[src/rtl/wfsc_pkg.sv]
// Shared types and constants for the wall-follow scan controller.
package wfsc_pkg;

    localparam int RANGE_W = 16;
    localparam int IDX_W   = 9;
    localparam int LIN_W   = 10;
    localparam int ANG_W   = 13;
    localparam int ST_W    = 3;
    localparam int CIDX_W  = 2;
    localparam int QDEPTH  = 2;
    localparam int QPTR_W  = $clog2(QDEPTH);
    localparam int QCNT_W  = $clog2(QDEPTH + 1);

    localparam logic [IDX_W-1:0] RIGHT_COUNT = IDX_W'(30);
    localparam logic [IDX_W-1:0] FRONT_START = IDX_W'(80);
    localparam logic [IDX_W-1:0] FRONT_LAST  = IDX_W'(99);
    localparam logic [IDX_W-1:0] IDX_MAX     = '1;

    localparam logic [RANGE_W-1:0] WALL_RESET      = RANGE_W'(600);
    localparam logic [RANGE_W-1:0] COLLISION_RESET = RANGE_W'(100);
    localparam logic [RANGE_W-1:0] OPEN_RESET      = RANGE_W'(9000);

    localparam logic [RANGE_W-1:0] FOLLOW_FRONT_LO = RANGE_W'(500);
    localparam logic [RANGE_W-1:0] FOLLOW_FRONT_HI = RANGE_W'(900);

    localparam logic [LIN_W-1:0] LIN_FORWARD     = LIN_W'(600);
    localparam logic [LIN_W-1:0] LIN_FOLLOW_TURN = LIN_W'(400);
    localparam logic [LIN_W-1:0] LIN_FOLLOW      = LIN_W'(500);
    localparam logic [LIN_W-1:0] LIN_FIND        = LIN_W'(200);

    localparam logic signed [ANG_W-1:0] ANG_FOLLOW_TURN = ANG_W'(1500);
    localparam logic signed [ANG_W-1:0] ANG_FIND        = -ANG_W'(2300);
    localparam logic signed [ANG_W-1:0] ANG_TURN        = ANG_W'(900);

    typedef enum logic [CIDX_W-1:0] {
        CFG_WALL      = 2'd0,
        CFG_COLLISION = 2'd1,
        CFG_OPEN      = 2'd2
    } cfg_reg_t;

    typedef enum logic [ST_W-1:0] {
        ST_FORWARD = 3'd0,
        ST_FOLLOW  = 3'd1,
        ST_FIND    = 3'd2,
        ST_TURN    = 3'd3,
        ST_BACK    = 3'd4,
        ST_STOP    = 3'd5
    } motion_t;

    typedef struct packed {
        logic [RANGE_W-1:0] right_min;
        logic [RANGE_W-1:0] front_min;
    } scan_sum_t;

    typedef struct packed {
        logic [RANGE_W-1:0] wall;
        logic [RANGE_W-1:0] collision;
        logic [RANGE_W-1:0] open;
    } cfg_t;

    typedef struct packed {
        logic valid;
        logic full;
    } q_stat_t;

endpackage

[src/rtl/wfsc_front.sv]
// Front end: sample index, window minimums, scan summary at end of scan.
module wfsc_front import wfsc_pkg::*; (
    input  logic               aclk,
    input  logic               aresetn,
    input  logic               accept,
    input  logic [RANGE_W-1:0] range_mm,
    input  logic               last_of_scan,
    output logic               push,
    output scan_sum_t          summary
);

    logic [IDX_W-1:0]   idx_reg, idx_next;
    logic [RANGE_W-1:0] rmin_reg, rmin_next;
    logic [RANGE_W-1:0] fmin_reg, fmin_next;
    logic [RANGE_W-1:0] rmin_upd, fmin_upd;
    logic               in_right, in_front;

    assign in_right = idx_reg < RIGHT_COUNT;
    assign in_front = idx_reg inside {[FRONT_START:FRONT_LAST]};
    assign rmin_upd = (in_right && range_mm < rmin_reg) ? range_mm : rmin_reg;
    assign fmin_upd = (in_front && range_mm < fmin_reg) ? range_mm : fmin_reg;

    assign push              = accept && last_of_scan;
    assign summary.right_min = rmin_upd;
    assign summary.front_min = fmin_upd;

    always_comb begin
        idx_next  = idx_reg;
        rmin_next = rmin_reg;
        fmin_next = fmin_reg;
        if (accept) begin
            if (last_of_scan) begin
                idx_next  = '0;
                rmin_next = '1;
                fmin_next = '1;
            end else begin
                idx_next  = (idx_reg == IDX_MAX) ? idx_reg : idx_reg + IDX_W'(1);
                rmin_next = rmin_upd;
                fmin_next = fmin_upd;
            end
        end
    end

    always_ff @(posedge aclk) begin
        if (!aresetn) begin
            idx_reg  <= '0;
            rmin_reg <= '1;
            fmin_reg <= '1;
        end else begin
            idx_reg  <= idx_next;
            rmin_reg <= rmin_next;
            fmin_reg <= fmin_next;
        end
    end

endmodule

[src/rtl/wfsc_queue.sv]
// Two-entry queue of scan summaries between front and back ends.
module wfsc_queue import wfsc_pkg::*; (
    input  logic      aclk,
    input  logic      aresetn,
    input  logic      push,
    input  scan_sum_t wr_data,
    input  logic      pop,
    output scan_sum_t rd_data,
    output q_stat_t   status
);

    scan_sum_t         mem_reg [QDEPTH];
    logic [QPTR_W-1:0] wr_ptr_reg, wr_ptr_next;
    logic [QPTR_W-1:0] rd_ptr_reg, rd_ptr_next;
    logic [QCNT_W-1:0] cnt_reg, cnt_next;
    logic              do_push, do_pop;

    assign status.valid = cnt_reg != '0;
    assign status.full  = cnt_reg == QCNT_W'(QDEPTH);
    assign do_push      = push && !status.full;
    assign do_pop       = pop && status.valid;
    assign rd_data      = mem_reg[rd_ptr_reg];

    always_comb begin
        wr_ptr_next = do_push ? wr_ptr_reg + QPTR_W'(1) : wr_ptr_reg;
        rd_ptr_next = do_pop  ? rd_ptr_reg + QPTR_W'(1) : rd_ptr_reg;
        cnt_next    = cnt_reg;
        if (do_push && !do_pop) begin
            cnt_next = cnt_reg + QCNT_W'(1);
        end else if (do_pop && !do_push) begin
            cnt_next = cnt_reg - QCNT_W'(1);
        end
    end

    always_ff @(posedge aclk) begin
        if (do_push) begin
            mem_reg[wr_ptr_reg] <= wr_data;
        end
    end

    always_ff @(posedge aclk) begin
        if (!aresetn) begin
            wr_ptr_reg <= '0;
            rd_ptr_reg <= '0;
            cnt_reg    <= '0;
        end else begin
            wr_ptr_reg <= wr_ptr_next;
            rd_ptr_reg <= rd_ptr_next;
            cnt_reg    <= cnt_next;
        end
    end

endmodule

[src/rtl/wfsc_back.sv]
// Back end: speed command, motion state transition, output register.
module wfsc_back import wfsc_pkg::*; (
    input  logic                      aclk,
    input  logic                      aresetn,
    input  cfg_t                      cfg,
    input  q_stat_t                   q_stat,
    input  scan_sum_t                 q_data,
    output logic                      q_pop,
    output logic                      out_valid,
    input  logic                      out_ready,
    output logic [LIN_W-1:0]          out_lin,
    output logic signed [ANG_W-1:0]   out_ang,
    output motion_t                   out_state,
    output motion_t                   motion
);

    motion_t                  motion_reg, motion_next;
    logic                     valid_reg, valid_next;
    logic [LIN_W-1:0]         lin_reg, lin_cmd;
    logic signed [ANG_W-1:0]  ang_reg, ang_cmd;
    motion_t                  state_reg;
    logic [RANGE_W-1:0]       r, f, d, c, o;
    logic [RANGE_W+3:0]       f_x10, d_x7;
    logic                     tffb, ffb;
    motion_t                  s;

    assign r     = q_data.right_min;
    assign f     = q_data.front_min;
    assign d     = cfg.wall;
    assign c     = cfg.collision;
    assign o     = cfg.open;
    assign f_x10 = (RANGE_W+4)'(f) * (RANGE_W+4)'(10);
    assign d_x7  = (RANGE_W+4)'(d) * (RANGE_W+4)'(7);
    assign q_pop = q_stat.valid && (!valid_reg || out_ready);

    // Command for the state held before this scan.
    always_comb begin
        case (motion_reg)
            ST_FORWARD: begin
                lin_cmd = LIN_FORWARD;
                ang_cmd = '0;
            end
            ST_FOLLOW: begin
                if (f < FOLLOW_FRONT_HI && f > FOLLOW_FRONT_LO) begin
                    lin_cmd = LIN_FOLLOW_TURN;
                    ang_cmd = ANG_FOLLOW_TURN;
                end else begin
                    lin_cmd = LIN_FOLLOW;
                    ang_cmd = '0;
                end
            end
            ST_FIND: begin
                lin_cmd = LIN_FIND;
                ang_cmd = ANG_FIND;
            end
            ST_TURN: begin
                lin_cmd = '0;
                ang_cmd = ANG_TURN;
            end
            default: begin
                lin_cmd = '0;
                ang_cmd = '0;
            end
        endcase
    end

    // Ordered transition rules; each sees the state left by the one before.
    always_comb begin
        s    = motion_reg;
        tffb = 1'b0;
        ffb  = 1'b0;
        if (motion_reg inside {ST_FORWARD, ST_FOLLOW, ST_FIND, ST_TURN, ST_BACK}) begin
            tffb = s inside {ST_TURN, ST_FOLLOW, ST_FIND, ST_BACK};
            if (tffb && r < d && f > d) begin
                s = ST_FOLLOW;
            end
            ffb = s inside {ST_FOLLOW, ST_FIND, ST_BACK};
            if (ffb && r > d && ((f > d && f < o) || f > o)) begin
                s = ST_FIND;
            end
            tffb = s inside {ST_TURN, ST_FOLLOW, ST_FIND, ST_BACK};
            if (tffb && r > d && f > d && r > o && f > o) begin
                s = ST_STOP;
            end
            if (s != ST_STOP && ((r < d && f_x10 < d_x7) || (r > d && f < d))) begin
                s = ST_TURN;
            end
            tffb = s inside {ST_FOLLOW, ST_FIND, ST_TURN, ST_BACK};
            if ((tffb && r < c) || f < c) begin
                s = ST_BACK;
            end
        end
        motion_next = q_pop ? s : motion_reg;
    end

    always_comb begin
        valid_next = valid_reg;
        if (q_pop) begin
            valid_next = 1'b1;
        end else if (out_ready) begin
            valid_next = 1'b0;
        end
    end

    always_ff @(posedge aclk) begin
        if (q_pop) begin
            lin_reg   <= lin_cmd;
            ang_reg   <= ang_cmd;
            state_reg <= s;
        end
    end

    always_ff @(posedge aclk) begin
        if (!aresetn) begin
            motion_reg <= ST_FORWARD;
            valid_reg  <= 1'b0;
        end else begin
            motion_reg <= motion_next;
            valid_reg  <= valid_next;
        end
    end

    assign out_valid = valid_reg;
    assign out_lin   = lin_reg;
    assign out_ang   = ang_reg;
    assign out_state = state_reg;
    assign motion    = motion_reg;

endmodule

[src/rtl/wall_follow_scan_controller_core.sv]
// A scan's result is queued at its last sample and offered from the result register.
// Throughput: one range sample per cycle; input stalls only while the two-entry
// queue is full behind a result that has not been taken.
// Reset (aresetn low, synchronous): index cleared, minimums at all ones, state forward,
// queue and result register empty, registers at 600, 100 and 9000 mm.
// Top level of the wall-follow scan controller.
module wall_follow_scan_controller_core import wfsc_pkg::*; (
    input  logic                aclk,
    input  logic                aresetn,
    input  logic                s_tvalid,
    output logic                s_tready,
    input  logic [15:0]         s_tdata,   // [15:0] range_mm
    input  logic                s_tlast,   // last_of_scan
    output logic                m_tvalid,
    input  logic                m_tready,
    output logic [31:0]         m_tdata,   // [9:0] linear_speed, [22:10] angular_speed,
                                           // [25:23] next_state, [31:26] zero
    input  logic                cfg_valid,
    output logic                cfg_ready,
    input  logic [CIDX_W-1:0]   cfg_index,
    input  logic [RANGE_W-1:0]  cfg_data
);

    cfg_t                     cfg_reg, cfg_next;
    logic                     accept, push, pop;
    scan_sum_t                wr_sum, rd_sum;
    q_stat_t                  q_stat;
    logic [LIN_W-1:0]         out_lin;
    logic signed [ANG_W-1:0]  out_ang;
    motion_t                  out_state, motion;

    assign cfg_ready = 1'b1;
    assign s_tready  = !q_stat.full;
    assign accept    = s_tvalid && s_tready;

    always_comb begin
        cfg_next = cfg_reg;
        if (cfg_valid && cfg_ready) begin
            case (cfg_index)
                CFG_WALL:      cfg_next.wall      = cfg_data;
                CFG_COLLISION: cfg_next.collision = cfg_data;
                CFG_OPEN:      cfg_next.open      = cfg_data;
                default:       cfg_next           = cfg_reg;
            endcase
        end
    end

    always_ff @(posedge aclk) begin
        if (!aresetn) begin
            cfg_reg.wall      <= WALL_RESET;
            cfg_reg.collision <= COLLISION_RESET;
            cfg_reg.open      <= OPEN_RESET;
        end else begin
            cfg_reg <= cfg_next;
        end
    end

    wfsc_front u_front (
        .aclk         (aclk),
        .aresetn      (aresetn),
        .accept       (accept),
        .range_mm     (s_tdata),
        .last_of_scan (s_tlast),
        .push         (push),
        .summary      (wr_sum)
    );

    wfsc_queue u_queue (
        .aclk    (aclk),
        .aresetn (aresetn),
        .push    (push),
        .wr_data (wr_sum),
        .pop     (pop),
        .rd_data (rd_sum),
        .status  (q_stat)
    );

    wfsc_back u_back (
        .aclk      (aclk),
        .aresetn   (aresetn),
        .cfg       (cfg_reg),
        .q_stat    (q_stat),
        .q_data    (rd_sum),
        .q_pop     (pop),
        .out_valid (m_tvalid),
        .out_ready (m_tready),
        .out_lin   (out_lin),
        .out_ang   (out_ang),
        .out_state (out_state),
        .motion    (motion)
    );

    assign m_tdata = {6'b0, out_state, out_ang, out_lin};

    assert property (@(posedge aclk) disable iff (!aresetn)
        q_stat.full |-> !accept)
        else $error("scan summary pushed into a full queue");

    assert property (@(posedge aclk) disable iff (!aresetn)
        $rose(m_tvalid) |-> $past(pop))
        else $error("result shown without a queue transaction");

    assert property (@(posedge aclk) disable iff (!aresetn)
        motion == ST_STOP |=> motion == ST_STOP)
        else $error("motion state left stop");

    assert property (@(posedge aclk) disable iff (!aresetn)
        pop |=> m_tvalid && out_state == $past(motion_t'(motion) == ST_STOP ? ST_STOP
                                                  : out_state) || $past(motion) != ST_STOP)
        else $error("stop state produced a different next state");

endmodule
[config.mk]
export PLATFORM = sky130hd
export DESIGN_NAME = wall_follow_scan_controller_core
export DESIGN_NICKNAME = d
export VERILOG_FILES = /design/src/rtl/wfsc_pkg.sv /design/src/rtl/wfsc_front.sv /design/src/rtl/wfsc_queue.sv /design/src/rtl/wfsc_back.sv /design/src/rtl/wall_follow_scan_controller_core.sv
export SDC_FILE = /design/constraint.sdc
export NUM_CORES = 1
export LEC_CHECK = 0
export BUFFER_PORTS_ARGS = -buffer_cell sky130_fd_sc_hd__buf_2
export CORE_MARGIN = 3
export CORE_UTILIZATION = 45
export CTS_BUF_LIST = sky130_fd_sc_hd__clkbuf_8
export CTS_CLUSTER_SIZE = 20
export DETAILED_ROUTE_END_ITERATION = 10
export GPL_TIMING_DRIVEN = 0
export HOLD_SLACK_MARGIN = 0.06
export SLEW_MARGIN = 0
export SYNTH_ARGS = -nofsm -noshare
export SYNTH_HDL_FRONTEND = slang
export SYNTH_SLANG_ARGS = --single-unit
[constraint.sdc]
create_clock -name aclk -period 7.6 [get_ports aclk]
set_clock_uncertainty 0.05 [all_clocks]
set_input_delay 0.76 -clock aclk [delete_from_list [all_inputs] [get_ports aclk]]
set_output_delay 0.76 -clock aclk [all_outputs]
set_load 0.02 [all_outputs]
==> results of run 1 <==
==> metrics by stage <==
stage / total power [mW] / utilization [%] / setup slack, ps / cells
after detailed placement: 3.15 / 49.2 / 1740 / 1764
after global placement: 3.12 / 49.2 / 1770 / 1764
after CTS: 3.79 / 50.6 / 1700 / 1796
final: 3.77 / 50.6 / 1670 / 1796
after floorplan: 2.67 / - / 2710 / 1332
after global routing: 4.11 / 50.6 / 1100 / 1796
==> cells in the final DEF (no fill, tap or decap), drive strengths merged, types with 8 or more instances in the layout <==
| cell | synthesis | final |
|---|---|---|
| ha | 190 | 190 |
| nand2 | 166 | 166 |
| inv | 108 | 114 |
| dfxtp | 98 | 98 |
| buf | 29 | 89 |
| edfxtp | 80 | 80 |
| nor2 | 77 | 77 |
| o21ai | 66 | 66 |
| a21oi | 62 | 62 |
| clkbuf | 28 | 47 |
| mux2 | 44 | 44 |
| a21boi | 38 | 38 |
| o211ai | 37 | 37 |
| xnor2 | 28 | 28 |
| nand4 | 26 | 26 |
| a21o | 23 | 23 |
| mux2i | 22 | 22 |
| nand3 | 18 | 18 |
| fa | 17 | 17 |
| a211oi | 16 | 16 |
| nor3 | 15 | 15 |
| a31oi | 14 | 14 |
| conb | 2 | 13 |
| nand2b | 12 | 12 |
| and2 | 10 | 10 |
| nor2b | 9 | 9 |
| xor2 | 8 | 8 |
==> synth_stat cells, types with 20 or more instances <==
cell type / count / area [sq um]
edfxtp_1: 80 / 2400
ha_1: 190 / 2380
mux2_2: 44 / 495
mux2i_1: 21 / 210
a21o_1: 23 / 173
a21oi_1: 58 / 290
o211ai_1: 37 / 278
buf_4: 20 / 150
a21boi_0: 38 / 285
clkbuf_1: 28 / 105
xnor2_1: 28 / 245
dfxtp_1: 98 / 1960
inv_1: 107 / 402
o21ai_0: 58 / 290
nand2_1: 165 / 619
nand4_1: 25 / 156
nor2_1: 77 / 289
==> power by group through the flow <==
stage / logic [mW] / clock network [mW] / registers, mW
after floorplan: 1.42 / 0 / 1.24
after global placement: 1.92 / 0 / 1.20
after detailed placement: 1.95 / 0 / 1.20
after CTS: 1.96 / 0.653 / 1.18
after global routing: 2.23 / 0.695 / 1.19
final: 1.96 / 0.635 / 1.18
==> kinds of logic after synthesis <==
family / count (synthesis)
mux: 66
other cells: 2
compound gates: 297
flops: 178
simple gates: 370
fa+ha+maj: 207
buf+inv: 165
xor+xnor: 36
==> how the worst max path moves through the flow <==
stage,startpoint,endpoint,depth (start not counted)
2_1_floorplan,flop,u_back.out_state[0],25
3_3_place_gp,flop,u_back.out_state[1],24
3_5_place_dp,flop,u_back.out_state[0],24
4_1_cts,flop,u_back.out_state[0],24
5_1_grt,flop,u_back.out_state[1],25
6_report,flop,u_back.out_state[0],24
==> tightest hold or removal path, cell delays in order, from the launching register on <==
cell and delay, ps:
dfxtp_1 320, nand2_1 50, a21boi_0 60
==> final cells by class <==
cell class	count	area (sq um)
fill	2665	13400
multi-input combinational	989	7510
sequential	178	4360
tap	372	465
inverter	108	405
buffer	57	325
timing repair buffer	60	300
clock buffer	19	262
clock inverter	13	111
==> layer usage <==
metal | vias to the layer above | global-route usage (%) | wire (um)
met2 | 151 | 35.3 | 14900
met5 | - | 0 | 0
met1 | 4462 | 25.6 | 13800
met3 | 38 | 2.50 | 696
li1 | 4868 | - | -
met4 | 0 | 6.82 | 710
==> summary.md, run 1 <==
| Metric | Value |
|---|---|
| Tmin final | 5930 ps |
| Max cap viols | 0 |
| FF-to-FF setup slack | 1670 ps |
| Detail Placement HPWL | 24.2 mm |
| Synthesized area per cell | 9.51 sq um |
| Final Cell Area | 0.0137 sq mm |
| Hold Path Cell Cnt | 2 |
| Chip height | 173 um |
| CTS tree | done |
| Reg clk slew, reported paths | 90 ps |
| Internal power | 2.23 mW |
| Peak Freq | 0.169 GHz |
| Crit path max fanout | 10 |
| Global-route wire length before repair | 48.4 mm |
| Rel. slew slack | 37.5% |
| Area Overhead vs Synth | 9.46% |
| CTS Buffer Depth | 2 |
| Main combinational cell family by area after synthesis | adder cells |
| Hold-fix buffers, CTS | 0 |
| Routability cong. | 0.863 |
| CP cell instances | buf_6, buf_2, mux2i_1, inv_1, ha_1, ha_1, a211oi_1, o21ai_1, o311a_1, o31a_1, o21ai_0, nand2b_1, a21oi_1, xnor2_1, ha_1, o21a_1, o21ai_0, a211oi_1, nor3_1, nand4_1, a31oi_1, nor2b_2, a211oi_2, a21o_1 |
| Grt total ovfl | 0 |
| Synth cell types | 76 |
| EDFF count, synth | 80 |
| Number of synthesized register bits | 178 |
| Multiplexer share of the synthesized area | 5.80% |
| Skew-Pair Late Insertion Delay | 450 ps |
| Clock sink total | 178 |
| CP Class | reg2reg |
| Worst R2R Path Depth | 24 |
| CP max stage delay | 420 ps |
| R2r endpoint | u_back.out_state[0] |
| DRC violations left | 0 |
| Largest net degree at the start of global routing | 34 |
| Pwr Density | 274 mW/mm^2 |
| Worst hold path startpoint | cfg_reg[25] |
| HP Class | reg2reg |
| Initial Util | 46.2% |
| Total Routing Usage GR | 20.1% |
| Vias in the first global route | 9,375 |
| Tcrit/Tclk final | 78.0% |
| Required time worst endpoint | 7760 ps |
| Most frequent CP cell | ha_1 |
| Buf+Inv Stages, Crit Path | 3 |
| Crit. End Element | flop |
| I/O Buffers | 60 |
| Final hold viol count | 0 |
| Post-CTS resize count | 0 |
| Die width | 173 um |
| Cell Area, Placed | 0.0134 sq mm |
| Post-Syn Area | 0.0126 sq mm |
| Routed WL | 30.1 mm |
| Synthesis warning total | 0 |
| Die area | 0.0300 sq mm |
| Seq/Total Area, Yosys | 34.7% |
| VDD IR-drop max | 0.110 mV |
| Wire per inst | 16.7 um |
| Setup TNS | 0 ps |
| Ys async rst share | 0% |
| H-Tree Depth | 4 |
| Drt pass-1 iters | 5 |
| Worst Hold Path EP | cfg_reg[25] |
| Arrival time at the worst endpoint | 6100 ps |
| Pleak | 5.79 nW |
| Reg power frac | 31.2% |
| Share of cells above drive strength 1 | 13.0% |
| Rows | 60 |
| Root buffer cell | clkbuf_8 |
| Via density per instance | 5.30 |
| I/O pins | 75 |
| Cell count after synthesis | 1,321 |
| Dominant synthesized flop cell | dfxtp_1 |
| Total CTS buffers | 17 |
| P_sw | 1.54 mW |
| Final setup vio count | 0 |
| # Post-CTS Setup Buffers | 0 |
| CP startpoint kind | flop |
| Simple-Gate Fraction of Synth Area | 13.6% |
| CP max-delay cell | mux2i_1 |
| DRT iter0 DRCs | 486 |
| Sw Ratio | 40.9% |
| Diodes inserted | 0 |
| Xor/xnor cell area share of the yosys netlist | 2.51% |
| Clock group share of total power | 16.9% |
| Final Slew Violations | 0 |
| Logic pwr share | 51.9% |
| Compound-Gate Fraction of Synth Area | 15.8% |
| Worst Hold Slack | 419 ps |
| Initial antenna violation count | 0 |
| Status | complete, no violations |
| Nets | 1,658 |
| Area share of fa/ha/maj cells after synthesis | 21.6% |
| Core box area | 0.0272 sq mm |
| Via count | 9,519 |
| RSZ-0062 raised after global routing | no |
| Slew @ Worst Pin | 935 ps |
| CP top delay family | compound AO/OA/AOI/OAI gates |
| Post-route ant nets | 0 |
| Largest register FFs | 64 |
Power figures use the tool's default switching activity.
==> run 2: changes to the inputs <==
==> constraint.sdc (replaced) <==
create_clock -name aclk -period 5.6 [get_ports aclk]
set_clock_uncertainty 0.05 [all_clocks]
set_input_delay 0.56 -clock aclk [delete_from_list [all_inputs] [get_ports aclk]]
set_output_delay 0.56 -clock aclk [all_outputs]
set_load 0.02 [all_outputs]
==> run 2 against run 1 <==
  * Clock power grew 36%
  * Count of clock-buffer cells in the layout is the same
  * Register-to-register slack worse by 1300 ps
  * Non-clock buffer count shrank 1
  * Largest power group unchanged
==> summary.md, run 2 (synthesis results as in run 1) <==
| Metric | Value |
|---|---|
| Status | complete, no violations |
| Global-route wire length before repair | 48.3 mm |
| Root buffer cell | clkbuf_8 |
| Pleak | 5.80 nW |
| Nets | 1,657 |
| Clock sink total | 178 |
| Share of cells above drive strength 1 | 13.4% |
| Max cap viols | 0 |
| Leading cell type in the layout, fill and taps excluded | ha_1 |
| Crit path max fanout | 14 |
| Wire per inst | 16.7 um |
| Skew-Pair Late Insertion Delay | 460 ps |
| R2r endpoint | u_back.out_state[1] |
| I/O Buffers | 60 |
| Arrival time at the worst endpoint | 5390 ps |
| Final Slew Violations | 0 |
| FF-to-FF setup slack | 340 ps |
| Routability cong. | 0.863 |
| Worst R2R Path Depth | 22 |
| Grt total ovfl | 0 |
| Total Routing Usage GR | 20.0% |
| Tcrit/Tclk final | 93.8% |
| Final setup vio count | 0 |
| H-Tree Depth | 4 |
| I/O pins | 75 |
| Final hold viol count | 0 |
| Via density per instance | 5.29 |
| Initial antenna violation count | 0 |
| Most frequent cells in the layout | ha_1 (190), nand2_1 (165), inv_1 (108), dfxtp_1 (97), edfxtp_1 (80) |
| Internal power | 3.04 mW |
| Slew @ Worst Pin | 933 ps |
| Drt pass-1 iters | 5 |
| Detail Placement HPWL | 24.2 mm |
| CP startpoint kind | flop |
| Post-route ant nets | 0 |
| Worst setup endpoint | u_back.out_state[1] |
| Final Util | 50.7% |
| Peak Freq | 0.190 GHz |
| Sw Ratio | 40.9% |
| CTS Buffer Depth | 2 |
| Diodes inserted | 0 |
| Pwr Density | 373 mW/mm^2 |
| Tmin final | 5260 ps |
| Logic pwr share | 52.2% |
| CP Class | reg2reg |
| Die area | 0.0300 sq mm |
| VDD IR-drop max | 0.151 mV |
| Reg clk slew, reported paths | 100 ps |
| Worst Setup Slack, final | 345 ps |
| DRC violations left | 0 |
| Rows | 60 |
| Final non-filler cell total | 1,795 |
| Area Overhead vs Synth | 9.71% |
| DRT iter0 DRCs | 506 |
| DP Worst Slack | -255 ps |
| RSZ-0062 raised after global routing | no |
| Rel. slew slack | 37.7% |
| Largest register FFs | 64 |
| CTS tree | done |
| Largest net degree at the start of global routing | 34 |
| Via count | 9,502 |
| Vias in the first global route | 9,374 |
| Initial Util | 46.2% |
| HP Class | in2reg |
| Core box area | 0.0272 sq mm |
| Crit. End Element | flop |
| P_sw | 2.10 mW |
| Clock group share of total power | 16.8% |
| Die width | 173 um |
| Required time worst endpoint | 5740 ps |
| Total CTS buffers | 17 |
| Placed cell count | 1,764 |
| Chip height | 173 um |
| Reg power frac | 31.0% |
| Routed WL | 30.0 mm |
==> run 2: cell types whose count changed in the layout (fill, tap and decap cells not counted), sizes merged <==
cell    before  now
buf         89   87
clkbuf      47   48
==> run 2: through the flow <==
step / TNS [ps] / hold slack, ps / power [mW] / cell area (sq um)
after CTS: 0 / 306 / 5.15 / 13700
after global placement: -711 / 403 / 4.23 / 13400
final: 0 / 329 / 5.14 / 13800
after global routing: 0 / 308 / 5.60 / 13800
after detailed placement: -830 / 410 / 4.27 / 13400
after floorplan: 0 / 393 / 3.62 / 12600
==> run 2: repair_timing <==
action,in CTS,in global routing
pin swaps,0,2
resized for setup,2,11
hold buffers,0,0
endpoints found under the setup margin,6,6
buffers inserted,0,0
==> run 2: power groups by stage <==
stage	combinational, mW	sequential [mW]	clock (mW)
final	2.68	1.60	0.865
after detailed placement	2.64	1.63	0
after CTS	2.66	1.60	0.887
after floorplan	1.93	1.69	0
after global routing	3.05	1.61	0.943
after global placement	2.60	1.63	0
==> run 2: worst min path at each step <==
stage / from / end / slack (ps) / depth (start not counted)
floorplan: cfg_reg[15] / cfg_reg[15] / 390 / 2
global route: cfg_data[1] / cfg_reg[33] / 310 / 3
CTS: cfg_data[0] / cfg_reg[32] / 310 / 3
finish: cfg_data[0] / cfg_reg[0] / 330 / 3
global placement: cfg_reg[7] / cfg_reg[7] / 400 / 2
detailed placement: cfg_reg[25] / cfg_reg[25] / 410 / 2
==> run 2: area by class of cell <==
class / count / area, sq um
tap: 372 / 465
timing repair buffer: 60 / 300
clock inverter: 13 / 111
multi-input combinational: 989 / 7550
inverter: 108 / 405
fill: 2658 / 13400
sequential: 178 / 4370
clock buffer: 19 / 262
buffer: 56 / 323
==> run 2: worst max-delay path, cell delays in order (launching register included) <==
cell and delay [ps]:
dfxtp_1 340, buf_6 200, mux2_2 460, ha_1 340, ha_1 310, a211oi_1 260, o21ai_1 150, o311a_1 350
o31a_1 300, o21ai_0 150, nand2b_1 70, a21oi_1 170, xnor2_1 150, ha_1 270, o21a_1 120, o21ai_2 170
a31oi_1 60, nor3_1 190, nand4_1 240, a31oi_1 250, nor3_1 80, o21ai_0 140, o21ai_0 160
==> run 2: metal layers <==
metal	wire length [um]	share of wire [%]	track usage (%)	vias up
li1	-	-	-	4867
met2	14800	49	35.3	138
met4	711	2.4	6.49	0
met3	762	2.5	2.50	43
met5	0	0	0	-
met1	13700	46	25.6	4454
